--- src/design/sdtq_pkg.sv ---
package sdtq_pkg;

    typedef enum logic [2:0] {
        FN_SET_REAL  = 3'd0,
        FN_SET_VIRT  = 3'd1,
        FN_CANCEL    = 3'd2,
        FN_QUERY     = 3'd3,
        FN_SEC_TICK  = 3'd4,
        FN_VIRT_TICK = 3'd5
    } t_func;

    localparam logic [1:0] ST_OK        = 2'd0;
    localparam logic [1:0] ST_NOT_FOUND = 2'd1;
    localparam logic [1:0] ST_VIRT_BUSY = 2'd2;
    localparam logic [1:0] ST_FULL      = 2'd3;

    localparam logic KIND_RESP   = 1'b0;
    localparam logic KIND_EXPIRE = 1'b1;

    localparam int REM_BITS = 24;

endpackage

--- src/design/sdtq_ram.sv ---
module sdtq_ram #(
    parameter int WIDTH = 8,
    parameter int DEPTH = 16
) (
    input  logic                     i_clk,
    input  logic                     i_we,
    input  logic [$clog2(DEPTH)-1:0] i_waddr,
    input  logic [WIDTH-1:0]         i_wdata,
    input  logic [$clog2(DEPTH)-1:0] i_raddr,
    output logic [WIDTH-1:0]         o_rdata
);
    logic [WIDTH-1:0] r_mem [DEPTH];

    always_ff @(posedge i_clk) begin
        if (i_we) begin
            r_mem[i_waddr] <= i_wdata;
        end
        o_rdata <= r_mem[i_raddr];
    end
endmodule

--- src/design/sorted_deadline_timer_queue_top.sv ---
// channel   | direction | handshake          | fields
// command   | in        | start & !busy      | i_func, i_seconds, i_timer_id
// result    | out       | o_valid (1 cycle)  | o_kind, o_status, o_result_id,
//           |           |                    | o_remaining, o_last
// Entries live in one RAM {id, deadline}, sorted, count in r_count; walked one entry at a time.
// Virtual ops, a full set and unused codes go straight to the response strobe; cancel/query
// search the table (cancel then shifts down), set walks, shifts up and runs the expiry check,
// and a second tick may expire the whole table before its response strobe.
// Synchronous active-low reset clears count, time, id counter, virtual timer.
// busy is high from accept until the response strobe cycle; results cannot stall.
module sorted_deadline_timer_queue_top #(
    parameter int SLOTS     = 16,
    parameter int ID_BITS   = 16,
    parameter int TIME_BITS = 32
) (
    input  logic        i_clk,
    input  logic        i_rst_n,
    input  logic        start,
    output logic        busy,
    input  logic [2:0]  i_func,
    input  logic [23:0] i_seconds,
    input  logic [15:0] i_timer_id,
    output logic        o_valid,
    output logic        o_kind,
    output logic [1:0]  o_status,
    output logic [15:0] o_result_id,
    output logic [23:0] o_remaining,
    output logic        o_last
);
    import sdtq_pkg::*;

    localparam int AW = (SLOTS > 1) ? $clog2(SLOTS) : 1;
    localparam int CW = $clog2(SLOTS + 1);
    localparam int EW = ID_BITS + TIME_BITS;

    typedef enum logic [3:0] {
        S_IDLE, S_DISPATCH, S_INS_RD, S_INS_CMP, S_SHUP_RD, S_SHUP_WR,
        S_EXP_RD, S_EXP_CHK, S_SHDN_RD, S_SHDN_WR, S_FIND_RD, S_FIND_CMP,
        S_RESP
    } t_state;

    t_state              r_state;
    logic [2:0]          r_func;
    logic [23:0]         r_secs;
    logic [ID_BITS-1:0]  r_tid;
    logic [CW-1:0]       r_count;
    logic [TIME_BITS-1:0] r_now;
    logic [ID_BITS-1:0]  r_idc;
    logic                r_vvalid;
    logic [ID_BITS-1:0]  r_vid;
    logic [23:0]         r_vrem;
    logic [CW-1:0]       r_ptr;
    logic [CW-1:0]       r_pos;
    logic [ID_BITS-1:0]  r_newid;
    logic [TIME_BITS-1:0] r_newdl;
    logic [1:0]          r_rst;
    logic [23:0]         r_rrem;
    logic                r_after_find;

    logic                n_we;
    logic [AW-1:0]       n_waddr;
    logic [EW-1:0]       n_wdata;
    logic [AW-1:0]       n_raddr;
    logic [EW-1:0]       w_rdata;
    logic [ID_BITS-1:0]  w_rid;
    logic [TIME_BITS-1:0] w_rdl;
    logic [TIME_BITS-1:0] w_diff;

    assign w_rid  = w_rdata[EW-1:TIME_BITS];
    assign w_rdl  = w_rdata[TIME_BITS-1:0];
    assign w_diff = w_rdl - r_now;
    assign busy   = (r_state != S_IDLE);

    sdtq_ram #(.WIDTH(EW), .DEPTH(SLOTS)) u_ram (
        .i_clk(i_clk), .i_we(n_we), .i_waddr(n_waddr), .i_wdata(n_wdata),
        .i_raddr(n_raddr), .o_rdata(w_rdata)
    );

    always_comb begin
        n_we    = 1'b0;
        n_waddr = r_ptr[AW-1:0];
        n_wdata = '0;
        n_raddr = r_ptr[AW-1:0];
        case (r_state)
            S_SHUP_WR: begin
                n_we    = 1'b1;
                n_waddr = r_ptr[AW-1:0];
                n_wdata = w_rdata;
            end
            S_SHUP_RD: begin
                if (r_ptr == r_pos) begin
                    n_we    = 1'b1;
                    n_waddr = r_pos[AW-1:0];
                    n_wdata = {r_newid, r_newdl};
                end
                n_raddr = AW'(r_ptr - CW'(1));
            end
            S_SHDN_WR: begin
                n_we    = 1'b1;
                n_waddr = AW'(r_ptr - CW'(1));
                n_wdata = w_rdata;
            end
            default: ;
        endcase
    end

    always_ff @(posedge i_clk) begin
        o_valid <= 1'b0;
        o_last  <= 1'b0;
        if (!i_rst_n) begin
            r_state  <= S_IDLE;
            r_count  <= '0;
            r_now    <= '0;
            r_idc    <= '0;
            r_vvalid <= 1'b0;
            r_vid    <= '0;
            r_vrem   <= '0;
        end else begin
            case (r_state)
                S_IDLE: begin
                    if (start) begin
                        r_func  <= i_func;
                        r_secs  <= i_seconds;
                        r_tid   <= ID_BITS'(i_timer_id);
                        r_rst   <= ST_OK;
                        r_rrem  <= '0;
                        r_newid <= '0;
                        r_state <= S_DISPATCH;
                    end
                end
                S_DISPATCH: begin
                    r_ptr <= '0;
                    case (r_func)
                        FN_SET_REAL: begin
                            if (r_count == CW'(SLOTS)) begin
                                r_rst   <= ST_FULL;
                                r_newid <= '1;
                                r_state <= S_RESP;
                            end else begin
                                r_newid <= r_idc;
                                r_idc   <= r_idc + 1'b1;
                                r_newdl <= r_now + TIME_BITS'(r_secs);
                                r_state <= S_INS_RD;
                            end
                        end
                        FN_SET_VIRT: begin
                            if (r_vvalid) begin
                                r_rst   <= ST_VIRT_BUSY;
                                r_newid <= '1;
                            end else begin
                                r_newid <= r_idc;
                                r_idc   <= r_idc + 1'b1;
                                if (r_secs == '0) begin
                                    o_valid     <= 1'b1;
                                    o_kind      <= KIND_EXPIRE;
                                    o_status    <= ST_OK;
                                    o_result_id <= 16'(r_idc);
                                    o_remaining <= '0;
                                end else begin
                                    r_vvalid <= 1'b1;
                                    r_vid    <= r_idc;
                                    r_vrem   <= r_secs;
                                end
                            end
                            r_state <= S_RESP;
                        end
                        FN_CANCEL, FN_QUERY: begin
                            if (r_vvalid && r_vid == r_tid) begin
                                if (r_func == FN_CANCEL) begin
                                    r_vvalid <= 1'b0;
                                    r_vrem   <= '0;
                                end else begin
                                    r_rrem <= r_vrem;
                                end
                                r_state <= S_RESP;
                            end else begin
                                r_state <= S_FIND_RD;
                            end
                        end
                        FN_SEC_TICK: begin
                            r_now   <= r_now + 1'b1;
                            r_state <= S_EXP_RD;
                        end
                        FN_VIRT_TICK: begin
                            if (r_vvalid) begin
                                r_vrem <= r_vrem - 1'b1;
                                if (r_vrem == 24'd1) begin
                                    r_vvalid    <= 1'b0;
                                    o_valid     <= 1'b1;
                                    o_kind      <= KIND_EXPIRE;
                                    o_status    <= ST_OK;
                                    o_result_id <= 16'(r_vid);
                                    o_remaining <= '0;
                                end
                            end
                            r_state <= S_RESP;
                        end
                        default: r_state <= S_RESP;
                    endcase
                end
                S_INS_RD: begin
                    if (r_ptr == r_count) begin
                        r_pos   <= r_ptr;
                        r_state <= S_SHUP_RD;
                        r_ptr   <= r_count;
                    end else begin
                        r_state <= S_INS_CMP;
                    end
                end
                S_INS_CMP: begin
                    if (w_rdl <= r_newdl) begin
                        r_ptr   <= r_ptr + 1'b1;
                        r_state <= S_INS_RD;
                    end else begin
                        r_pos   <= r_ptr;
                        r_ptr   <= r_count;
                        r_state <= S_SHUP_RD;
                    end
                end
                S_SHUP_RD: begin
                    if (r_ptr == r_pos) begin
                        r_count <= r_count + 1'b1;
                        r_ptr   <= '0;
                        r_state <= S_EXP_RD;
                    end else begin
                        r_state <= S_SHUP_WR;
                    end
                end
                S_SHUP_WR: begin
                    r_ptr   <= r_ptr - 1'b1;
                    r_state <= S_SHUP_RD;
                end
                S_EXP_RD: begin
                    r_ptr   <= '0;
                    r_state <= (r_count == '0) ? S_RESP : S_EXP_CHK;
                end
                S_EXP_CHK: begin
                    if (w_rdl <= r_now) begin
                        o_valid     <= 1'b1;
                        o_kind      <= KIND_EXPIRE;
                        o_status    <= ST_OK;
                        o_result_id <= 16'(w_rid);
                        o_remaining <= '0;
                        r_after_find <= 1'b0;
                        r_ptr   <= CW'(1);
                        r_state <= S_SHDN_RD;
                    end else begin
                        r_state <= S_RESP;
                    end
                end
                S_SHDN_RD: begin
                    if (r_ptr == r_count) begin
                        r_count <= r_count - 1'b1;
                        r_ptr   <= '0;
                        r_state <= r_after_find ? S_RESP : S_EXP_RD;
                    end else begin
                        r_state <= S_SHDN_WR;
                    end
                end
                S_SHDN_WR: begin
                    r_ptr   <= r_ptr + 1'b1;
                    r_state <= S_SHDN_RD;
                end
                S_FIND_RD: begin
                    if (r_ptr == r_count) begin
                        r_rst   <= ST_NOT_FOUND;
                        r_state <= S_RESP;
                    end else begin
                        r_state <= S_FIND_CMP;
                    end
                end
                S_FIND_CMP: begin
                    if (w_rid == r_tid) begin
                        if (r_func == FN_CANCEL) begin
                            r_after_find <= 1'b1;
                            r_ptr   <= r_ptr + 1'b1;
                            r_state <= S_SHDN_RD;
                        end else begin
                            if (w_rdl > r_now) begin
                                r_rrem <= (w_diff > TIME_BITS'(24'hFFFFFF)) ?
                                          24'hFFFFFF : 24'(w_diff);
                            end
                            r_state <= S_RESP;
                        end
                    end else begin
                        r_ptr   <= r_ptr + 1'b1;
                        r_state <= S_FIND_RD;
                    end
                end
                S_RESP: begin
                    o_valid     <= 1'b1;
                    o_last      <= 1'b1;
                    o_kind      <= KIND_RESP;
                    o_status    <= r_rst;
                    o_result_id <= (r_rst == ST_FULL || r_rst == ST_VIRT_BUSY) ?
                                   16'(r_newid) :
                                   ((r_func == FN_SET_REAL || r_func == FN_SET_VIRT) ?
                                    16'(r_newid) : 16'd0);
                    o_remaining <= r_rrem;
                    r_state     <= S_IDLE;
                end
                default: r_state <= S_IDLE;
            endcase
        end
    end

`ifndef SYNTH
    a_count_bound: assert property (@(posedge i_clk) disable iff (!i_rst_n)
        r_count <= CW'(SLOTS)) else $error("count over capacity");
    a_last_resp: assert property (@(posedge i_clk) disable iff (!i_rst_n)
        o_valid && o_last |-> o_kind == KIND_RESP) else $error("last on expiry");
    a_idle_after_last: assert property (@(posedge i_clk) disable iff (!i_rst_n)
        o_valid && o_last |-> !busy) else $error("busy after last");
`endif
endmodule

--- config.mk ---
export PLATFORM = sky130hd
export DESIGN_NAME = sorted_deadline_timer_queue_top
export DESIGN_NICKNAME = d
export VERILOG_FILES = /design/src/design/sdtq_pkg.sv /design/src/design/sdtq_ram.sv /design/src/design/sorted_deadline_timer_queue_top.sv
export SDC_FILE = /design/constraint.sdc
export NUM_CORES = 2
export LEC_CHECK = 0
export ABC_AREA = 1
export BUFFER_PORTS_ARGS = -buffer_cell sky130_fd_sc_hd__buf_2
export CORE_MARGIN = 4
export CORE_UTILIZATION = 45
export DETAILED_ROUTE_END_ITERATION = 7
export PLACE_DENSITY = 0.72
export REMOVE_ABC_BUFFERS = 1
export SLEW_MARGIN = 25
export SYNTH_ARGS = -nofsm -noshare
export SYNTH_HDL_FRONTEND = slang
export SYNTH_SLANG_ARGS = --single-unit
export TNS_END_PERCENT = 20
--- constraint.sdc ---
create_clock -name i_clk -period 5 [get_ports i_clk]
set_input_delay 1 -clock i_clk [delete_from_list [all_inputs] [get_ports i_clk]]
set_output_delay 1 -clock i_clk [all_outputs]
set_load 0.05 [all_outputs]
==> metrics.cfg <==
[status]
outcome=finished, final reports clean

[logic_synthesis]
synth_edf_count=939
ys_async_sr_fraction_pct=0
syn_area_um2=49700
yosysSeqAreaShare_pct=62.7
ys_seq_elements=1087
syn_inst=4787
syn_avg_cell_area_um2=10.4
synth_cell_types=49
synth_warnings=0
synthFlopType=edfxtp_1

[worst_setup_path]
worst-path-stages=11
arrival_ps=3960
critPathTopFamily=simple AND/OR/NAND/NOR gates
r2r_end=u_ram.r_mem[13][15]
critPathRequiredTime_ps=5390
path_buf_inv=4
startpoint=r_ptr[0]
r2r_cells=11
worstSetupPathType=flip-flop to flip-flop
cp_slowest_stage_delay_ps=730
path_cells=inv_2 > ha_1 > xnor2_1 > inv_1 > nand2_1 > o211ai_1 > o21ai_0 > inv_1 > nand3_1 > nor2_4 > buf_4
start_kind=flip-flop
rr_startpoint=r_ptr[0]
critPathCaptureType=flip-flop
cpMostUsedCell=inv_1
crit_fanout=16
regToRegSetupSlack_ps=1430
cp_slowest_cell=nor2_4

[sta]
timing.setup.tns_ps=0
rsz0062_at_grt=no
slew-limit-headroom_pct=33.3
period_minus_slack_ps=3570
hold-worst-slack_ps=477
setup_viol=0
tightestPinTransition_ps=1000
max_freq_mhz=280
drv_slew=0
fin_crit_sh_pct=71.4
finClkSkew_ps=46.8
hold_viol_final=0

[detailed_routing]
dr.first_iter.drc_count=4050
wl_per_cell_um=20.9
routed-wl-met2_um=62100
vias_per_cell=5.63
finalWirelength_um=134000
firstDrtPassIters=6
wl_met1_um=56500
antenna_left=0
top_layer=met4
routed-wl-met3_um=11900
vias=36100
drc=0

[power_and_ir_drop]
leakagePower_nw=20.6
vdd.ir_drop.worst_mv=0.715
powerDensity_nw_per_um2=579

[place]
gp_congestion=0.931
portBuffers=91
place_inst=6215
dp_hpwl_um=82900

[floorplanning]
fp.dieW_um=340
dieArea_um2=116000
chipHeight_um=340
start_util_pct=45.5
coreArea_um2=109000
ioPinCount=92
rows=121

[global_routing]
grt_pass1_vias=34300
grt_max_degree=144
grt_overflow=0
antenna_found_initial=2
grt.total_usage_pct=22.4
grt_pass1_wl_um=202000

[clocking]
cts-root-buf=clkbuf_16
cts_tree=built
postCtsHoldBufs=0
cts_max_level=3
cts_resized=0
clk_path_buf_depth=3
clock-sinks=1087
clk_latency_ps=710
cts_setup_buffers=0
numCtsBuffers=105
cts.clk_slew.worst_paths_ps=60

[min_path]
min_from=i_seconds[2]
worstHoldPathType=primary input to flip-flop
hold_path_end=r_secs[2]
hold_depth=1

[run]
drv_cap=0

[cells_and_area]
area_growth_pct=11.9
drive_gt1_share_pct=8.36
layout.cells.non_filler=6415
final_nets=4994

## cells in the final DEF (no fill, tap or decap), types with 55 or more instances in the layout
cell type,Yosys,final
dfxtp_1,148,148
o21ai_0,575,572
ha_1,98,98
edfxtp_1,939,939
xor2_1,55,55
nand3_1,181,180
o211ai_1,197,197
nor2_1,267,248
inv_1,588,586
buf_2,62,91
clkbuf_16,0,107
buf_4,11,75
nand2_1,618,617
a21oi_1,545,545
## worst register-to-register path, delay by kind of cell (launching register included)
family / cells / cell delay [ps]
flops: 1 / 600
compound gates: 2 / 340
fa+ha+maj: 1 / 260
buf+inv: 4 / 780
xor+xnor: 1 / 130
simple gates: 3 / 1140
## worst max path at each step
stage,endpoint
2_1_floorplan,u_ram.o_rdata[10]
4_1_cts,o_remaining[0]
6_report,u_ram.r_mem[13][15]
3_5_place_dp,r_rrem[2]
3_3_place_gp,r_rrem[2]
5_1_grt,u_ram.r_mem[13][10]
## per-layer routing
metal  vias to the layer above  GRT usage, %
met2                      1655          36.1
met1                     17200          31.2
met3                       244          3.67
met4                         0          7.12
met5                         -             0
li1                      17000             -
## cell families after synthesis
family / synth area share, %
AO/OA/AOI/OAI: 16.0
XOR/XNOR: 1.83
flip-flops: 62.7
adder cells (fa/ha/maj): 2.59
AND/OR/NAND/NOR: 10.3
buffers and inverters: 6.56
## flip-flops by register name, summed over array words and instances (netlist names), 5 cells and up
name,count
r_count,5
r_idc,16
u_ram.o_rdata,48
r_rrem,24
r_tid,16
r_newid,16
o_result_id,16
o_remaining,24
r_vid,16
r_vrem,24
u_ram.r_mem,768
r_pos,5
r_ptr,5
r_now,32
r_secs,24
r_newdl,32
## cells in the mapped netlist, types with 42 or more instances
cell type  number  area, um^2
nor2_1        267        1000
edfxtp_1      939       28200
nand4_1        44         275
clkbuf_1      151         567
o21ai_0       575        2880
ha_1           98        1230
xnor2_1        49         429
nand3_1       181         906
nor3_1         42         210
dfxtp_1       148        2960
inv_1         588        2210
a21oi_1       545        2730
o211ai_1      197        1480
buf_2          62         310
nand2_1       618        2320
xor2_1         55         482
## power breakdown
group | internal, W | total, W | switching [W]
Clock | 0.00421 | 0.00764 | 0.00343
Combinational | 0.00377 | 0.0129 | 0.00909
Sequential | 0.0110 | 0.0117 | 0.000679
## final cells by class
class | instances | area (um^2)
antenna | 1 | 2.50
fill | 9615 | 53700
inverter | 599 | 2250
clock inverter | 57 | 460
multi-input combinational | 2863 | 15500
sequential | 1087 | 31200
tap | 1476 | 1850
clock buffer | 141 | 2840
timing repair buffer | 191 | 1520
## metrics by stage
stage	power [W]	util, %	setup WS, ps	instance area, um^2
finish	0.0322	50.9	1430	55600
global route	0.0341	50.9	1250	55600
CTS	0.0322	50.9	1480	55600
detailed placement	0.0245	47.8	1410	52300
global placement	0.0242	47.8	1430	52300
floorplan	0.0206	-	-5240	48700
No activity file was read; power rests on OpenSTA's default activity.
